$ cat src/rtl/core/envkv_pkg.sv
// ----------------------------------------------------------------------------
// envkv_pkg
// Shared types and constants of the environment key/value lookup.
// ----------------------------------------------------------------------------
package envkv_pkg;

  localparam int DEF_MAX_KEY = 16;
  localparam int POS_W       = 5;
  localparam int LEN_W       = 5;
  localparam int CFG_W       = 64;
  localparam int CFG_IDX_W   = 2;

  localparam logic [CFG_IDX_W-1:0] CFG_KEY_LENGTH = 2'd0;
  localparam logic [CFG_IDX_W-1:0] CFG_KEY_LOW    = 2'd1;
  localparam logic [CFG_IDX_W-1:0] CFG_KEY_HIGH   = 2'd2;

  localparam logic [1:0] KIND_BYTE  = 2'd0;
  localparam logic [1:0] KIND_ENDED = 2'd1;
  localparam logic [1:0] KIND_EMPTY = 2'd2;
  localparam logic [1:0] KIND_NONE  = 2'd3;

  localparam logic [7:0] CH_EQ    = 8'h3d;
  localparam logic [7:0] CH_SPACE = 8'h20;
  localparam logic [7:0] CH_TAB   = 8'h09;
  localparam logic [7:0] CH_SEMI  = 8'h3b;

  typedef enum logic [5:0] {
    PH_SEEK      = 6'b000001,
    PH_NAME      = 6'b000010,
    PH_SKIP_SEMI = 6'b000100,
    PH_VAL_SKIP  = 6'b001000,
    PH_VALUE     = 6'b010000,
    PH_DONE      = 6'b100000
  } phase_t;

  typedef struct packed {
    phase_t           phase;
    logic [POS_W-1:0] name_position;
    logic             name_matches;
  } scan_state_t;

  typedef struct packed {
    logic       valid;
    logic [7:0] value_byte;
    logic [1:0] kind;
    logic       run_end;
  } scan_result_t;

endpackage

$ cat src/rtl/core/envkv_scan.sv
// ----------------------------------------------------------------------------
// envkv_scan
// Next-state and result logic for one character of the environment string.
// ----------------------------------------------------------------------------
module envkv_scan #(
  parameter int MAX_KEY = envkv_pkg::DEF_MAX_KEY
) (
  input  envkv_pkg::scan_state_t           state,
  input  logic [envkv_pkg::LEN_W-1:0]      key_length,
  input  logic [MAX_KEY-1:0][7:0]          key_chars,
  input  logic [7:0]                       char_byte,
  input  logic                             is_end,
  output envkv_pkg::scan_state_t           state_next,
  output envkv_pkg::scan_result_t          res
);
  import envkv_pkg::*;

  localparam int IDX_W = (MAX_KEY > 1) ? $clog2(MAX_KEY) : 1;
  localparam logic [LEN_W-1:0] MAX_LEN = LEN_W'(MAX_KEY);
  localparam logic [POS_W-1:0] POS_SAT = {POS_W{1'b1}};

  function automatic logic is_alnum(input logic [7:0] c);
    return (c >= 8'h30 && c <= 8'h39) || (c >= 8'h41 && c <= 8'h5a) ||
           (c >= 8'h61 && c <= 8'h7a);
  endfunction

  logic             ended;
  logic             semi;
  logic             stop;
  logic             len_ok;
  logic             hit;
  logic [7:0]       kc;
  logic             mismatch;
  logic [POS_W-1:0] pos_inc;
  logic [POS_W-1:0] fresh_inc;
  logic             fresh_mismatch;

  assign ended  = is_end || (char_byte == 8'h00);
  assign semi   = !ended && (char_byte == CH_SEMI);
  assign stop   = ended || char_byte == CH_SPACE || char_byte == CH_TAB ||
                  char_byte == CH_EQ || char_byte == CH_SEMI;
  assign len_ok = (key_length != '0) && (key_length <= MAX_LEN);

  // key character at the current name position
  assign kc = (state.name_position < POS_W'(MAX_KEY)) ?
              key_chars[state.name_position[IDX_W-1:0]] : 8'h00;
  assign mismatch = (key_length > MAX_LEN) || (state.name_position >= key_length) ||
                    (kc != char_byte);
  assign pos_inc  = (state.name_position != POS_SAT) ? state.name_position + 1'b1 :
                    state.name_position;

  // first character of a new name sits at position zero
  assign fresh_mismatch = (key_length > MAX_LEN) || (key_length == '0) ||
                          (key_chars[0] != char_byte);
  assign fresh_inc = POS_W'(1);

  assign hit = state.name_matches && len_ok && (state.name_position == key_length);

  always_comb begin
    state_next     = state;
    res.valid      = 1'b0;
    res.value_byte = 8'h00;
    res.kind       = KIND_NONE;
    res.run_end    = 1'b0;
    case (state.phase)
      PH_SEEK: begin
        if (ended) begin
          res.valid   = 1'b1;
          res.kind    = KIND_NONE;
          res.run_end = 1'b1;
        end else if (is_alnum(char_byte)) begin
          state_next.phase         = PH_NAME;
          state_next.name_position = fresh_inc;
          state_next.name_matches  = !fresh_mismatch;
        end
      end
      PH_NAME: begin
        if (!stop) begin
          state_next.name_position = pos_inc;
          state_next.name_matches  = state.name_matches && !mismatch;
        end else if (hit) begin
          if (ended) begin
            state_next.phase = PH_SEEK;
            res.valid        = 1'b1;
            res.kind         = KIND_EMPTY;
            res.run_end      = 1'b1;
          end else begin
            state_next.phase = PH_VAL_SKIP;
          end
        end else if (ended) begin
          state_next.phase = PH_SEEK;
          res.valid        = 1'b1;
          res.kind         = KIND_NONE;
          res.run_end      = 1'b1;
        end else begin
          state_next.phase = semi ? PH_SEEK : PH_SKIP_SEMI;
        end
      end
      PH_SKIP_SEMI: begin
        if (ended) begin
          state_next.phase = PH_SEEK;
          res.valid        = 1'b1;
          res.kind         = KIND_NONE;
          res.run_end      = 1'b1;
        end else if (semi) begin
          state_next.phase = PH_SEEK;
        end
      end
      PH_VAL_SKIP: begin
        if (ended) begin
          state_next.phase = PH_SEEK;
          res.valid        = 1'b1;
          res.kind         = KIND_EMPTY;
          res.run_end      = 1'b1;
        end else if (is_alnum(char_byte)) begin
          state_next.phase = PH_VALUE;
          res.valid        = 1'b1;
          res.value_byte   = char_byte;
          res.kind         = KIND_BYTE;
        end
      end
      PH_VALUE: begin
        res.valid = 1'b1;
        if (ended) begin
          state_next.phase = PH_SEEK;
          res.kind         = KIND_ENDED;
          res.run_end      = 1'b1;
        end else if (semi) begin
          state_next.phase = PH_DONE;
          res.kind         = KIND_ENDED;
          res.run_end      = 1'b1;
        end else begin
          res.value_byte = char_byte;
          res.kind       = KIND_BYTE;
        end
      end
      PH_DONE: begin
        if (ended) begin
          state_next.phase = PH_SEEK;
        end
      end
      default: begin
        state_next.phase = PH_SEEK;
      end
    endcase
  end

endmodule

$ cat src/rtl/core/env_key_value_lookup.sv
// ----------------------------------------------------------------------------
// env_key_value_lookup
// Streams an environment string and returns the value of the configured key.
// ----------------------------------------------------------------------------
// The block takes one character per clock with no bubbles while the output is
// not stalled full: the scan state advances at the edge that accepts a
// character, and any result is written to the output register at that same
// edge. A character is taken even while a result waits, as long as that result
// is leaving in the same cycle; only a stalled full output register holds the
// input. Write the key registers only while no lookup is in flight.
module env_key_value_lookup #(
  parameter int MAX_KEY = envkv_pkg::DEF_MAX_KEY
) (
  input  logic                            clk,
  input  logic                            rst,
  input  logic                            cfg_write,
  input  logic [envkv_pkg::CFG_IDX_W-1:0] cfg_index,
  input  logic [envkv_pkg::CFG_W-1:0]     cfg_data,
  input  logic                            in_valid,
  output logic                            in_stall,
  input  logic [7:0]                      char_byte,
  input  logic                            is_end,
  output logic                            out_valid,
  input  logic                            out_stall,
  output logic [7:0]                      value_byte,
  output logic [1:0]                      kind,
  output logic                            run_end
);
  import envkv_pkg::*;

  logic [LEN_W-1:0]       key_length;
  logic [MAX_KEY-1:0][7:0] key_chars;
  scan_state_t            state;
  scan_state_t            state_next;
  scan_result_t           res;
  logic                   in_accept;

  assign in_stall  = out_valid && out_stall;
  assign in_accept = in_valid && !in_stall;

  envkv_scan #(
    .MAX_KEY(MAX_KEY)
  ) u_scan (
    .state      (state),
    .key_length (key_length),
    .key_chars  (key_chars),
    .char_byte  (char_byte),
    .is_end     (is_end),
    .state_next (state_next),
    .res        (res)
  );

  always_ff @(posedge clk) begin
    if (rst) begin
      key_length <= '0;
      key_chars  <= '0;
    end else if (cfg_write) begin
      if (cfg_index == CFG_KEY_LENGTH) begin
        key_length <= cfg_data[LEN_W-1:0];
      end
      for (int i = 0; i < MAX_KEY; i++) begin
        if (i < 8 && cfg_index == CFG_KEY_LOW) begin
          key_chars[i] <= cfg_data[8*(i%8) +: 8];
        end
        if (i >= 8 && cfg_index == CFG_KEY_HIGH) begin
          key_chars[i] <= cfg_data[8*(i%8) +: 8];
        end
      end
    end
  end

  always_ff @(posedge clk) begin
    if (rst) begin
      state.phase         <= PH_SEEK;
      state.name_position <= '0;
      state.name_matches  <= 1'b1;
      out_valid           <= 1'b0;
    end else if (in_accept) begin
      state     <= state_next;
      out_valid <= res.valid;
    end else if (!out_stall) begin
      out_valid <= 1'b0;
    end
  end

  always_ff @(posedge clk) begin
    if (in_accept && res.valid) begin
      value_byte <= res.value_byte;
      kind       <= res.kind;
      run_end    <= res.run_end;
    end
  end

  a_stall_full: assert property (@(posedge clk) disable iff (rst)
    in_stall |-> out_valid)
    else $error("input stalled with empty output register");

  a_run_end_kind: assert property (@(posedge clk) disable iff (rst)
    out_valid |-> (run_end == (kind != KIND_BYTE)))
    else $error("run_end disagrees with kind");

  a_byte_zero: assert property (@(posedge clk) disable iff (rst)
    (out_valid && kind != KIND_BYTE) |-> (value_byte == 8'h00))
    else $error("nonzero byte on a closing result");

  a_end_seek: assert property (@(posedge clk) disable iff (rst)
    (in_accept && is_end) |=> (state.phase == PH_SEEK))
    else $error("terminator did not restart the lookup");

  a_phase_onehot: assert property (@(posedge clk) disable iff (rst)
    $onehot(state.phase))
    else $error("phase register lost its one-hot code");

endmodule

$ cat config.mk
export PLATFORM = sky130hd
export DESIGN_NAME = env_key_value_lookup
export DESIGN_NICKNAME = d
export VERILOG_FILES = /design/src/rtl/core/envkv_pkg.sv /design/src/rtl/core/envkv_scan.sv /design/src/rtl/core/env_key_value_lookup.sv
export SDC_FILE = /design/constraint.sdc
export NUM_CORES = 1
export LEC_CHECK = 0
export ABC_CLOCK_PERIOD_IN_PS = 7900
export BUFFER_PORTS_ARGS = -buffer_cell sky130_fd_sc_hd__buf_2
export CAP_MARGIN = 20
export CORE_MARGIN = 5
export CORE_UTILIZATION = 63
export DETAILED_ROUTE_END_ITERATION = 10
export MAX_ROUTING_LAYER = met4
export PLACE_DENSITY = 0.84
export SYNTH_ARGS = -nofsm -noshare
export SYNTH_HDL_FRONTEND = slang
export SYNTH_SLANG_ARGS = --single-unit
$ cat constraint.sdc
create_clock -name clk -period 7.9 [get_ports clk]
set_input_delay 0.395 -clock clk [delete_from_list [all_inputs] [get_ports clk]]
set_output_delay 0.395 -clock clk [all_outputs]
set_load 0.03 [all_outputs]
==> impl_results.rst, run 1 <==
.. list-table::
   :header-rows: 1

   * - Metric
     - Value
   * - Type of the worst min-delay path
     - input pin to register
   * - Count of unresolved DRC violations after routing
     - 0
   * - Worst setup path category
     - register to register
   * - Power density over the cells
     - 211 nW/um^2
   * - CP max-delay cell
     - sky130_fd_sc_hd__a2111oi_1
   * - Routed wl met2
     - 9.42 mm
   * - Iteration-0 DRC count of the detailed router
     - 761
   * - CP dominant cell by count
     - sky130_fd_sc_hd__a211oi_1
   * - Post-CTS Setup Repair Bufs
     - 0
   * - Vias per inst
     - slightly above 6
   * - Cell types occupying the most area after synthesis
     - sky130_fd_sc_hd__dfxtp_1, sky130_fd_sc_hd__nand2_1, sky130_fd_sc_hd__a21oi_1
   * - Final setup TNS
     - 0 ns
   * - CTS tree
     - done
   * - Maximum level of the CTS H-tree
     - 4
   * - Shortest clock period the worst path allows after layout
     - between 2 and 3 ns
   * - Number of gates given a new drive strength after cts
     - 0
   * - Area growth syn-to-layout
     - 13.2%
   * - Area of placed instances
     - 7890 um^2
   * - Top cell types by occurrence after synthesis
     - sky130_fd_sc_hd__nand2_1, sky130_fd_sc_hd__a21oi_1, sky130_fd_sc_hd__dfxtp_1, sky130_fd_sc_hd__clkbuf_1, sky130_fd_sc_hd__nor2_1
   * - Hold-fix buffers, CTS
     - 0
   * - Clock skew
     - approximately 0.0057 ns
   * - Final Instance Count excl. Fillers
     - 1,107
   * - Worst Slack Setup Final
     - a little over 5 ns
   * - Height of the chip
     - around 120 um
   * - Detailed-router iteration count before antenna repair
     - 5
   * - Slew at the pin with the worst max-slew slack
     - 0.855 ns
   * - Total global routing track utilization
     - 28.2%
   * - Maximum count of clock buffers along a single path
     - 2
   * - Sum of overflow across all layers after global routing
     - 0
   * - Arrival time worst endpoint
     - 3.05 ns
   * - Critical path capture point type
     - register
   * - Hold Path Sink
     - key_chars[20]
   * - Number of antenna violations at the first check in global routing
     - 0
   * - Nets
     - around 1,000
   * - Critical Path Fanout Max
     - 12
   * - Synth area leader
     - sky130_fd_sc_hd__dfxtp_1
   * - Syn avg cell area
     - 8.24 um^2
   * - Synth warnings
     - 0
   * - Crit path buffers/inverters
     - 0
   * - Worst slack at placement
     - between 5 and 6 ns
   * - Later-pin clock latency in the skew report
     - 0.43 ns
   * - Hold path start
     - cfg_data[20]
   * - Share of synthesized registers carrying an async set or reset
     - 0%
   * - Pin count of the biggest net entering global routing
     - slightly above 80
   * - Wire length on met1
     - 7.68 mm
   * - Layout cell share with drive strength beyond 1
     - 17.3%
   * - Area of the die
     - 14,100 um^2
   * - Slew headroom
     - 42.8%
   * - RSZ-0062 raised after global routing
     - no
   * - Post-CTS clock slew at the launch and capture registers of the worst setup and hold paths
     - 0.06 ns
   * - Fmax
     - 358 MHz
   * - I/O pins
     - 93
   * - Final HPWL DP
     - 12.8 mm
   * - Wire length of the first global-routing pass
     - 31.1 mm
   * - Overall die width
     - around 120 um
   * - Post-DRT Antenna Nets
     - 0
   * - Main flop type after synthesis
     - sky130_fd_sc_hd__dfxtp_1
   * - Crit path largest cell delay
     - 0.78 ns
   * - Clk sink count
     - 157
   * - Final standard cell area without fillers
     - 8450 um^2
   * - Gate family responsible for the most delay along the worst path
     - compound AO/OA/AOI/OAI gates
   * - Filler cells
     - 850
   * - Logic depth of the worst register-to-register path
     - 6
   * - Leakage
     - 0.00305 uW
   * - Worst flop-to-flop path endpoint
     - state[1]
   * - Num CTS Buffers
     - 17
   * - Initial core utilization
     - 64.9%
   * - Post-synth cell types
     - 60
   * - Antenna diode count
     - 0
   * - Clock root buffer
     - sky130_fd_sc_hd__clkbuf_16
   * - Element type at the critical path start
     - register
   * - Cells after DPL
     - 1,075
   * - Via count of the first global-routing pass
     - 6,163
   * - Routability cong.
     - 0.892
   * - Synthesized Nets
     - 994
   * - Worst EP required
     - 8.15 ns
   * - Run status
     - finished, final reports clean
   * - Sequential share of the synthesized area
     - 43.6%
   * - Highest metal layer used by the detailed router
     - met4
   * - Drt wl/cell
     - 17.3 um
   * - Synthesis-stage register bit count
     - 157
   * - Critical path cell sequence
     - nor2_1 -> nand4_1 -> a211oi_1 -> nand2_1 -> a2111oi_1 -> a211oi_1
   * - Launch point of the worst reg-to-reg path
     - state[8]
   * - Hold Path Stages
     - 3
   * - Instance count of the mapped netlist
     - roughly 910
   * - Total wire length
     - 19.2 mm
   * - Number of enable-type register cells in the synthesized netlist
     - 11
   * - Quantity of I/O buffers inserted on ports
     - 92
   * - Row Count
     - 39
   * - Met3 wire length
     - 1.45 mm
   * - Dominant cell by count in the synthesized netlist
     - sky130_fd_sc_hd__nand2_1
   * - Final Hold Vio Count
     - 0
   * - Count of maximum capacitance violations
     - 0
   * - Period Utilization, post-route
     - 35.4%
   * - Max Slew Vio Count
     - 0
   * - Max VDD drop
     - 0.194 mV
   * - Total of endpoints with negative setup slack in the final report
     - 0
   * - CORE AREA
     - between 10,000 and 15,000 um^2
   * - Final core utilization
     - 73.4%
   * - Worst setup slack for register-to-register paths
     - 5.11 ns
   * - Top-area cell type share of the netlist area
     - 39.1%
   * - Vias after detailed routing
     - 6,686
   * - Synthesized cell area
     - 7470 um^2
## cell type report
class	count	area (um^2)	share of cell area, %
Timing Repair Buffer	102	538	6.36
Sequential cell	157	3250	38.5
Inverter	11	41.3	0.488
Tap cell	143	179	2.12
Multi-Input combinational cell	663	3880	46.0
Clock buffer	22	495	5.86
Clock inverter	9	60.1	0.710
## registers in the layout, summed over array words and instances (netlist names)
register / flops
value_byte: 8
kind: 2
key_length: 5
out_valid: 1
run_end: 1
state: 12
key_chars: 128
## cell families (layout without fill, tap and decap cells)
kind of cell	Yosys count	count (layout)	synth area share, %
AND/OR/NAND/NOR	383	383	22.1
adder cells (fa/ha/maj)	8	8	1.34
flip-flops	157	157	43.6
XOR/XNOR	17	17	1.99
AO/OA/AOI/OAI	206	206	15.5
buffers and inverters	86	144	4.54
multiplexers	49	49	11.0
## power breakdown
group	total [uW]	leakage, uW	switching [uW]	internal [uW]
sequential	850	0.00128	19.8	830
clock	757	0.000269	315	442
combinational	180	0.00150	110	70.7
## per-stage QoR
step,hold WS [ns],power [uW]
after floorplan,0.432,985
after global placement,0.439,1040
after detailed placement,0.443,1040
after CTS,0.201,1790
after global routing,0.205,1850
final,0.213,1790
## cell usage in the layout, fill, tap and decap left out, drive strengths merged, types with 4 or more instances in the layout
master,n
nor2,39
dfxtp,146
ha,8
mux4,26
nand4,4
a22oi,4
edfxtp,11
nand2,267
nor4,7
clkbuf,23
a211oi,7
clkinv,5
mux2,4
a21oi,148
nor3,9
mux2i,19
inv,12
o21ai,16
nand3,7
nand2b,8
nor2b,13
xnor2,7
buf,101
nand3b,6
xor2,10
## worst register-to-register path: stages (launching register included)
cell                        delay, ns
sky130_fd_sc_hd__dfxtp_1         0.44
sky130_fd_sc_hd__nor2_1          0.19
sky130_fd_sc_hd__nand4_1         0.44
sky130_fd_sc_hd__a211oi_1        0.33
sky130_fd_sc_hd__nand2_1         0.16
sky130_fd_sc_hd__a2111oi_1       0.79
sky130_fd_sc_hd__a211oi_1        0.27
## per-layer routing
| metal | global-route usage, % | vias to the layer above |
|---|---|---|
| met1 | 35.3 | 3131 |
| met5 | - | - |
| met2 | 44.8 | 291 |
| met3 | 6.16 | 49 |
| met4 | 11.4 | 0 |
| li1 | - | 3215 |
## worst max path at each step
| stage | start | endpoint | depth (start not counted) |
|---|---|---|---|
| 2_1_floorplan | char_byte[1] | kind[0] | 6 |
| 3_3_place_gp | char_byte[5] | state[1] | 7 |
| 3_5_place_dp | state[1] | state[0] | 8 |
| 4_1_cts | state[8] | state[1] | 6 |
| 5_1_grt | state[1] | state[0] | 8 |
| 6_report | state[8] | state[1] | 6 |
No activity file was read; power rests on OpenSTA's default activity.
==> inputs of run 2 (changes only) <==
ABC_CLOCK_PERIOD_IN_PS = 2800   (was 7900)
CORE_UTILIZATION = 58   (was 63)
PLACE_DENSITY = 0.78   (was 0.84)
clock period = 2.8 ns   (was 7.9 ns; I/O delays follow)
==> impl_results.rst, run 2 (synthesized netlist as in run 1, its figures left out) <==
.. list-table::
   :header-rows: 1

   * - Metric
     - Value
   * - Run status
     - finished, final reports clean (unchanged)
   * - Type of the worst min-delay path
     - input pin to register (unchanged)
   * - Pin count of the biggest net entering global routing
     - 73 (was 82)
   * - CP dominant cell by count
     - sky130_fd_sc_hd__mux4_2 (was sky130_fd_sc_hd__a211oi_1)
   * - Hold path start
     - cfg_data[13] (was cfg_data[20])
   * - Antenna diode count
     - 0 (unchanged)
   * - Wire length of the first global-routing pass
     - 35.3 mm (was 31.1 mm)
   * - Routability cong.
     - 0.921 (was 0.892)
   * - Slew at the pin with the worst max-slew slack
     - 0.810 ns (was 0.855 ns)
   * - RSZ-0062 raised after global routing
     - no (unchanged)
   * - Leakage
     - 0.00342 uW (was 0.00305 uW)
   * - Shortest clock period the worst path allows after layout
     - 2.62 ns (was 2.79 ns)
   * - Origin of the worst setup path
     - state[1] (was state[8])
   * - Largest registers ranked by flip-flop count
     - key_chars x128, state x12, value_byte x8 (unchanged)
   * - Later-pin clock latency in the skew report
     - 0.43 ns (about the same)
   * - CP max-delay cell
     - sky130_fd_sc_hd__mux4_2 (was sky130_fd_sc_hd__a2111oi_1)
   * - Height of the chip
     - 123 um (was 119 um)
   * - Sum of overflow across all layers after global routing
     - 0 (unchanged)
   * - Final Hold Vio Count
     - 0 (unchanged)
   * - Area of the die
     - 15,200 um^2 (was 14,100 um^2)
   * - Count of maximum capacitance violations
     - 0 (unchanged)
   * - Total global routing track utilization
     - 31.0% (was 28.2%)
   * - Most frequent standard cell in the layout excluding fill and tap cells
     - sky130_fd_sc_hd__nand2_1 (unchanged)
   * - Post-DRT Antenna Nets
     - 0 (unchanged)
   * - Most frequent cells in the layout
     - sky130_fd_sc_hd__nand2_1, sky130_fd_sc_hd__a21oi_1, sky130_fd_sc_hd__dfxtp_1, sky130_fd_sc_hd__buf_2, sky130_fd_sc_hd__dlygate4sd3_1 (was sky130_fd_sc_hd__nand2_1, sky130_fd_sc_hd__a21oi_1, sky130_fd_sc_hd__dfxtp_1, sky130_fd_sc_hd__buf_2, sky130_fd_sc_hd__nor2_1)
   * - Power density over the cells
     - 604 nW/um^2 (was 211 nW/um^2)
   * - Final Instance Count excl. Fillers
     - 1,209 (was 1,107)
   * - Clk sink count
     - 157 (unchanged)
   * - NetSw
     - 1340 uW (was 445 uW)
   * - Nets
     - 1,112 (was 1,040)
   * - Via count of the first global-routing pass
     - 6,792 (was 6,163)
   * - Fmax
     - 382 MHz (was 358 MHz)
   * - CTS tree
     - done (unchanged)
   * - Count of unresolved DRC violations after routing
     - 0 (unchanged)
   * - Slew headroom
     - 46.0% (was 42.8%)
   * - Iteration-0 DRC count of the detailed router
     - 856 (was 761)
   * - Filler cells
     - 914 (was 850)
   * - Initial core utilization
     - 59.2% (was 64.9%)
   * - Crit path largest cell delay
     - 0.53 ns (was 0.78 ns)
   * - Layout cell share with drive strength beyond 1
     - 17.2% (was 17.3%)
   * - Area of placed instances
     - 8030 um^2 (was 7890 um^2)
   * - Element type at the critical path start
     - register (unchanged)
   * - Max VDD drop
     - 0.501 mV (was 0.194 mV)
   * - Critical Path Fanout Max
     - 10 (was 12)
   * - Final standard cell area without fillers
     - 9340 um^2 (was 8450 um^2)
   * - CORE AREA
     - 12,600 um^2 (was 11,500 um^2)
   * - Total wire length
     - 22.2 mm (was 19.2 mm)
   * - Internal power
     - 4310 uW (was 1340 uW)
   * - Maximum level of the CTS H-tree
     - 4 (unchanged)
   * - Gate family responsible for the most delay along the worst path
     - multiplexers (was compound AO/OA/AOI/OAI gates)
   * - Overall die width
     - 123 um (was 119 um)
   * - Number of antenna violations at the first check in global routing
     - 0 (unchanged)
   * - Worst EP required
     - 3.14 ns (was 8.15 ns)
   * - Crit path buffers/inverters
     - 0 (unchanged)
   * - Vias per inst
     - 5.89 (was 6.04)
   * - I/O pins
     - 93 (unchanged)
   * - Clock share of power
     - 46.7% (was 42.4%)
   * - Final HPWL DP
     - 13.9 mm (was 12.8 mm)
   * - Drt wl/cell
     - 18.3 um (was 17.3 um)
   * - Cells after DPL
     - 1,114 (was 1,075)
   * - Final setup TNS
     - 0 ns (unchanged)
   * - Max reg flops
     - 128 (unchanged)
   * - Launch point of the worst reg-to-reg path
     - state[1] (was state[8])
   * - Row Count
     - 41 (was 39)
   * - Max Slew Vio Count
     - 0 (unchanged)
   * - Worst setup path category
     - register to register (unchanged)
   * - Area growth syn-to-layout
     - 25.1% (was 13.2%)
   * - Clock root buffer
     - sky130_fd_sc_hd__clkbuf_16 (unchanged)
   * - Detailed-router iteration count before antenna repair
     - 6 (was 5)
   * - Vias after detailed routing
     - 7,117 (was 6,686)
   * - Register name with the most flops
     - key_chars (unchanged)
   * - Critical path cell sequence
     - mux4_2 -> mux4_2 -> xor2_1 -> or4b_1 -> o211a_1 -> o31ai_1 (was nor2_1 -> nand4_1 -> a211oi_1 -> nand2_1 -> a2111oi_1 -> a211oi_1)
   * - Relative contribution of combinational cells to total power
     - 10.8% (was 10.1%)
   * - Clock skew
     - 0.00525 ns (was 0.00569 ns)
   * - Total of endpoints with negative setup slack in the final report
     - 0 (unchanged)
   * - Critical path capture point type
     - register (unchanged)
   * - Post-CTS clock slew at the launch and capture registers of the worst setup and hold paths
     - 0.06 ns (about the same)
   * - Maximum count of clock buffers along a single path
     - 2 (unchanged)
   * - Quantity of I/O buffers inserted on ports
     - 92 (unchanged)
   * - Relative contribution of sequential cells to total power
     - 42.5% (was 47.5%)
   * - Num CTS Buffers
     - 17 (unchanged)
   * - Switching fraction of total power
     - 23.7% (was 24.9%)
   * - Arrival time worst endpoint
     - 2.96 ns (was 3.05 ns)
   * - Period Utilization, post-route
     - 93.5% (was 35.4%)
[run 2: changes by cell type in the layout (fill, tap and decap cells not counted), moves of 2 or more]
cell,before,now
sky130_fd_sc_hd__dlygate4sd3_1,0,63
sky130_fd_sc_hd__buf_4,10,17
sky130_fd_sc_hd__bufinv_16,0,6
sky130_fd_sc_hd__buf_12,0,2
sky130_fd_sc_hd__clkbuf_8,3,1
sky130_fd_sc_hd__clkinv_2,4,2
[run 2: per-stage QoR]
step	util (%)	worst slack [ns]	hold slack [ns]	total power [uW]
CTS	74.0	0.120	0.00379	5640
global route	74.0	0.0516	0.00495	5840
finish	74.0	0.182	0.0149	5640
global placement	63.6	0.188	0.393	2960
detailed placement	63.6	0.147	0.397	2970
floorplan	-	0.249	0.276	2780
[run 2: area by class of cell]
| class | instances | area [um^2] | area share [%] |
|---|---|---|---|
| Clock buffer | 18 | 439 | 4.70 |
| Timing Repair Buffer | 174 | 1260 | 13.5 |
| Multi-Input combinational cell | 663 | 3880 | 41.6 |
| Inverter | 11 | 41.3 | 0.442 |
| Tap cell | 172 | 215 | 2.30 |
| Clock inverter | 14 | 238 | 2.55 |
| Sequential cell | 157 | 3260 | 34.9 |
[run 2: worst paths after layout]
path,to,slack [ns],cells after the start
min,key_chars[77],0.01,3
min reg2reg,key_chars[33],0.46,2
max,state[0],0.18,6
max reg2reg,state[0],0.18,6
[run 2: worst min-delay path: cells and delay by family]
family,cells,cell delay [ns]
buffers and inverters,1,0.12
and+or+nand+nor,1,0.07
AOI/OAI and AO/OA,1,0.06
[run 2: what timing repair did]
action	CTS	global route
gates resized for setup	0	2
buffers inserted	0	0
endpoints found under the setup margin	0	1
hold endpoints to repair	129	0
hold buffers	63	0
[run 2: metal layers]
layer | GRT usage [%] | wire (um) | up-vias
met4 | 15.4 | 1070 | 0
met5 | - | 0 | -
met2 | 49.2 | 10600 | 381
met3 | 6.04 | 1730 | 85
met1 | 38.0 | 8730 | 3295
li1 | - | - | 3356
[run 2: power groups by stage]
stage	clock network [uW]	logic (uW)	registers, uW
2_1_floorplan	0	344	2440
3_3_place_gp	0	517	2440
3_5_place_dp	0	524	2450
4_1_cts	2650	595	2400
5_1_grt	2770	662	2410
6_report	2630	609	2400
